`src/hw/rtl/multi_channel_ring_fifo_unit_macros.svh`:
```
// assertion macros for the multi-channel ring fifo unit
// no dependencies; included by the modules that carry assertions
`ifndef MULTI_CHANNEL_RING_FIFO_UNIT_MACROS_SVH
`define MULTI_CHANNEL_RING_FIFO_UNIT_MACROS_SVH

// condition holds at every edge out of reset
`define MCRF_ASSERT_ALWAYS(lbl, clk, rst_n, cond) \
  lbl: assert property (@(posedge clk) disable iff (!rst_n) (cond)) \
    else $error("mcrf assertion failed");

// consequent holds in the same cycle as the antecedent
`define MCRF_ASSERT_IMPLY(lbl, clk, rst_n, ante, cons) \
  lbl: assert property (@(posedge clk) disable iff (!rst_n) (ante) |-> (cons)) \
    else $error("mcrf assertion failed");

// consequent holds in the cycle after the antecedent
`define MCRF_ASSERT_NEXT(lbl, clk, rst_n, ante, cons) \
  lbl: assert property (@(posedge clk) disable iff (!rst_n) (ante) |=> (cons)) \
    else $error("mcrf assertion failed");

`endif

```
`src/hw/rtl/mcrf_pkg.sv`:
```
// shared types, codes and constants of the multi-channel ring fifo unit
// no dependencies
package mcrf_pkg;

  localparam int DEFAULT_DEPTH = 1024;
  localparam int CHANNELS      = 2;
  localparam int CH_W          = $clog2(CHANNELS);
  localparam int MAX_RUN       = 64;
  localparam int ELEM_W        = 8;

  localparam int CMD_W   = 3;
  localparam int CHSEL_W = 2;
  localparam int LEN_W   = 7;
  localparam int BYTE_W  = 8;
  localparam int STS_W   = 2;
  localparam int FILL_W  = 11;

  localparam int CFG_IDX_W  = 1;
  localparam int CFG_DATA_W = CHANNELS;

  localparam logic [CFG_IDX_W-1:0] REG_PUSH_PARTIAL = 1'b0;
  localparam logic [CFG_IDX_W-1:0] REG_POP_PARTIAL  = 1'b1;

  typedef enum logic [CMD_W-1:0] {
    CMD_PUSH  = 3'd0,
    CMD_PEEK  = 3'd1,
    CMD_POP   = 3'd2,
    CMD_COUNT = 3'd3,
    CMD_CLEAR = 3'd4
  } cmd_t;

  typedef enum logic [STS_W-1:0] {
    STS_OK    = 2'd0,
    STS_FULL  = 2'd1,
    STS_EMPTY = 2'd2,
    STS_PARAM = 2'd3
  } status_t;

  typedef enum logic [1:0] {
    S_IDLE,
    S_EXEC,
    S_RD,
    S_LOAD
  } fsm_t;

  // controller to datapath
  typedef struct packed {
    logic load_item;
    logic exec;
    logic rd_issue;
    logic rd_load;
  } ctl_cmd_t;

  // datapath to controller
  typedef struct packed {
    logic out_free;
    logic start_read;
    logic read_last;
  } ctl_sts_t;

endpackage

```
`src/hw/rtl/mcrf_ctrl.sv`:
```
// sequencing state machine of the multi-channel ring fifo unit
// depends on mcrf_pkg
module mcrf_ctrl (
  input  logic               clk,
  input  logic               rst_n,
  input  logic               in_tvalid,
  output logic               in_tready,
  input  mcrf_pkg::ctl_sts_t sts_i,
  output mcrf_pkg::ctl_cmd_t cmd_o
);
  import mcrf_pkg::*;

  fsm_t state_r;
  fsm_t state_nxt;

  always_ff @(posedge clk) begin
    if (!rst_n) begin
      state_r <= S_IDLE;
    end else begin
      state_r <= state_nxt;
    end
  end

  always_comb begin
    state_nxt = state_r;
    cmd_o     = '0;
    in_tready = 1'b0;
    unique case (state_r)
      S_IDLE: begin
        in_tready = 1'b1;
        if (in_tvalid) begin
          cmd_o.load_item = 1'b1;
          state_nxt       = S_EXEC;
        end
      end
      S_EXEC: begin
        if (sts_i.out_free) begin
          cmd_o.exec = 1'b1;
          state_nxt  = sts_i.start_read ? S_RD : S_IDLE;
        end
      end
      S_RD: begin
        if (sts_i.out_free) begin
          cmd_o.rd_issue = 1'b1;
          state_nxt      = S_LOAD;
        end
      end
      S_LOAD: begin
        cmd_o.rd_load = 1'b1;
        state_nxt     = sts_i.read_last ? S_IDLE : S_RD;
      end
      default: begin
        state_nxt = S_IDLE;
      end
    endcase
  end

endmodule

```
`config.mk`:
```
export PLATFORM = sky130hd
export DESIGN_NAME = mcrf_ctrl
export DESIGN_NICKNAME = d
export VERILOG_FILES = /design/src/hw/rtl/multi_channel_ring_fifo_unit_macros.svh /design/src/hw/rtl/mcrf_pkg.sv /design/src/hw/rtl/mcrf_ctrl.sv
export SDC_FILE = /design/constraint.sdc
export NUM_CORES = 1
export LEC_CHECK = 0
export ABC_AREA = 1
export BUFFER_PORTS_ARGS = -buffer_cell sky130_fd_sc_hd__buf_2
export CORE_AREA = 2 2 39 41
export CTS_CLUSTER_DIAMETER = 120
export DETAILED_ROUTE_END_ITERATION = 10
export DIE_AREA = 0 0 41 43
export GPL_TIMING_DRIVEN = 0
export HOLD_SLACK_MARGIN = 0.03
export SETUP_SLACK_MARGIN = 0.15
export SLEW_MARGIN = 5
export SYNTH_ARGS = -nofsm -noshare
export SYNTH_HDL_FRONTEND = slang
export SYNTH_SLANG_ARGS = --single-unit
```
`constraint.sdc`:
```
create_clock -name clk -period 2.9 [get_ports clk]
set_clock_uncertainty 0.2 [all_clocks]
set_input_delay 0.87 -clock clk [delete_from_list [all_inputs] [get_ports clk]]
set_output_delay 0.87 -clock clk [all_outputs]
set_load 0.1 [all_outputs]
```
==> flow_summary.json <==
{
  "vias_per_cell": 3.18,
  "pre_cts_ws_ns": 0.258,
  "synthArstFlopShare": 0,
  "post_cts_buffers": 0,
  "drive_gt1_frac": 0.441,
  "syn_nets": 27,
  "initial_core_util": 0.0913,
  "critPathArrivalTime_ns": 1.57,
  "r2r_cells": 5,
  "place_hpwl_um": 268,
  "worstMarginPinSlew_ns": 0.484,
  "yosysSeqAreaShare": 0.317,
  "avgSynthCellArea_um2": 6.02,
  "finalMaxSlewViolations": 0,
  "timing.hold.ws_ns": 0.373,
  "syn_area_um2": 126,
  "syn_inst": 21,
  "cts_max_level": 1,
  "synth_largest_area_cell": "dfxtp_1",
  "setup_slack_ns": 0.263,
  "fp.dieW_um": 41,
  "final_cells": 50,
  "placed_cell_area_um2": 213,
  "fin_setup_tns_ns": 0,
  "critPathKind": "primary input to output pin",
  "syn_to_final_growth_pct": 86.1,
  "min-delay-start": "state_r[0]",
  "yosys-top-cells-count": "inv_1 (8), nand2_1 (3), nand3_1 (3), dfxtp_1 (2)",
  "boundaryPins": 11,
  "ir_worst_vdd_v": 0.000116,
  "p_leak_nw": 0.142,
  "synth_edf_count": 0,
  "critical-path-max-stage-delay_ns": 0.44,
  "grt_pass1_wl_um": 441,
  "cts_buffers": 3,
  "yosysWarnings": 0,
  "cap_violations": 0,
  "drt_wl_total_um": 332,
  "finalPower_uw": 144,
  "r2r_setup_slack_ns": 1.76,
  "crit_family": "buffers and inverters",
  "hold_end": "state_r[1]",
  "max-slew-margin-rel": 0.680,
  "setup_viol": 0,
  "reg2reg_from": "state_r[0]",
  "dieArea_um2": 1760,
  "hold_path_depth": 2,
  "ys.flop_type": "dfxtp_1",
  "drtIter0Drc": 0,
  "regArea_um2": 40.0,
  "final_hold_viol_count": 0,
  "min_path_type": "flop to flop",
  "gp_congestion": 0.547,
  "root_buffer": "clkbuf_4",
  "place_inst": 47,
  "overflow": 0,
  "fin_area_um2": 235,
  "worstSkewPairLatency_ns": 0.22,
  "post_drt_wl_per_cell_um": 6.64,
  "fin_crit_sh": 0.909,
  "grt_use_total": 0.0462,
  "nNetsFinal": 42,
  "fin_util": 0.170,
  "antenna_found_initial": 0,
  "cp-end-kind": "output pin",
  "synth_most_common_cell": "inv_1",
  "clk_pin_slew_ns": 0.03,
  "cts_num_sinks": 2,
  "first_pass_iters": 1,
  "holdBufCountCts": 0,
  "crit_chain": "buf_2 > inv_1 > nor3_4 > buf_2",
  "ant_nets": 0,
  "crit_buf_inv": 3,
  "max_clock_freq_mhz": 379,
  "worst-path-max-fanout": 3,
  "synth_seq_cells": 2,
  "power_density_nw_per_um2": 611,
  "run_status": "finished, final reports clean",
  "num-fill-cells": 169,
  "regMostFlops": "state_r",
  "worstPathRequired_ns": 1.83,
  "chipHeight_um": 43,
  "cts_resized": 0,
  "reg.largest.list": "state_r: 2 flops",
  "synth.area.top_cells": "dfxtp_1 (32%), inv_1 (24%), nand3_1 (12%)",
  "multi_input_area_um2": 72.6,
  "port_buffers": 10,
  "critical_path.startpoint_type": "primary input",
  "cts_tree": "yes",
  "grt_setup_unrepaired": "false",
  "clock_path_buffers": 2,
  "row_count": 14,
  "crit_path_frequent_cell": "buf_2",
  "synth.top_cell.area_share": 0.317,
  "vias": 159,
  "layout_min_cycle_time_ns": 2.64,
  "core-area_um2": 1380,
  "largest_reg_flops": 2,
  "crit_slowest_cell": "buf_2",
  "drc": 0,
  "r2r_end": "state_r[0]",
  "synth_cell_types": 9,
  "grt_pass1_vias": 139,
  "antenna_cells": 0,
  "grt_max_degree": 7
}
worst reg2reg max path: stages, from the launching register on:
cell,delay (ns)
dfxtp_1,0.42
inv_1,0.13
nand3_1,0.11
nand3_1,0.09
nand2_1,0.06
inv_1,0.03
layer usage:
layer,vias to the layer above,share of wire,global-route usage
li1,89,-,-
met1,64,0.37,0.0289
met2,6,0.52,0.0594
met3,0,0.099,0.0471
met4,0,0,0.0600
met5,-,0,0
cell families (layout without fill, tap and decap cells):
group,count (synthesis),in the layout,synth area share
flops,2,2,0.317
compound gates,2,2,0.0990
simple gates,9,9,0.347
buf+inv,8,21,0.238
cells in the final DEF (no fill, tap or decap):
| master | synthesis | routed |
|---|---|---|
| dfxtp_1 | 2 | 2 |
| nand4_1 | 1 | 1 |
| o21ai_0 | 1 | 1 |
| nor3_4 | 0 | 1 |
| nand2_1 | 3 | 3 |
| nand3_1 | 3 | 3 |
| inv_1 | 8 | 8 |
| a21boi_0 | 1 | 1 |
| buf_2 | 0 | 10 |
| nor2_4 | 0 | 1 |
| clkbuf_4 | 0 | 3 |
worst max-delay path by stage:
stage                         from  endpoint  slack, ns  cells after the start
final                     sts_i[2]  cmd_o[2]       0.26                      4
after global routing      sts_i[2]  cmd_o[2]       0.23                      4
after CTS                 sts_i[2]  cmd_o[2]       0.26                      4
after detailed placement  sts_i[2]  cmd_o[2]       0.26                      4
after global placement    sts_i[2]  cmd_o[2]       0.26                      4
after floorplan           sts_i[2]  cmd_o[2]       0.17                      2
report_power, final:
| part | internal, mW | leakage [nW] | total, mW | switching [mW] |
|---|---|---|---|---|
| Combinational | 0.00991 | 0.112 | 0.0489 | 0.0390 |
| Clock | 0.0457 | 0.0138 | 0.0619 | 0.0162 |
| Sequential | 0.0296 | 0.0164 | 0.0329 | 0.00333 |
| Total | 0.0852 | 0.142 | 0.144 | 0.0585 |
layout make-up:
cell class | count | share of cell area
Clock buffer | 3 | 0.0957
Inverter | 8 | 0.128
Multi-Input combinational cell | 11 | 0.309
Sequential cell | 2 | 0.170
Tap cell | 16 | 0.0851
Timing Repair Buffer | 10 | 0.213
Note: power is estimated with default switching activity, not from simulation.
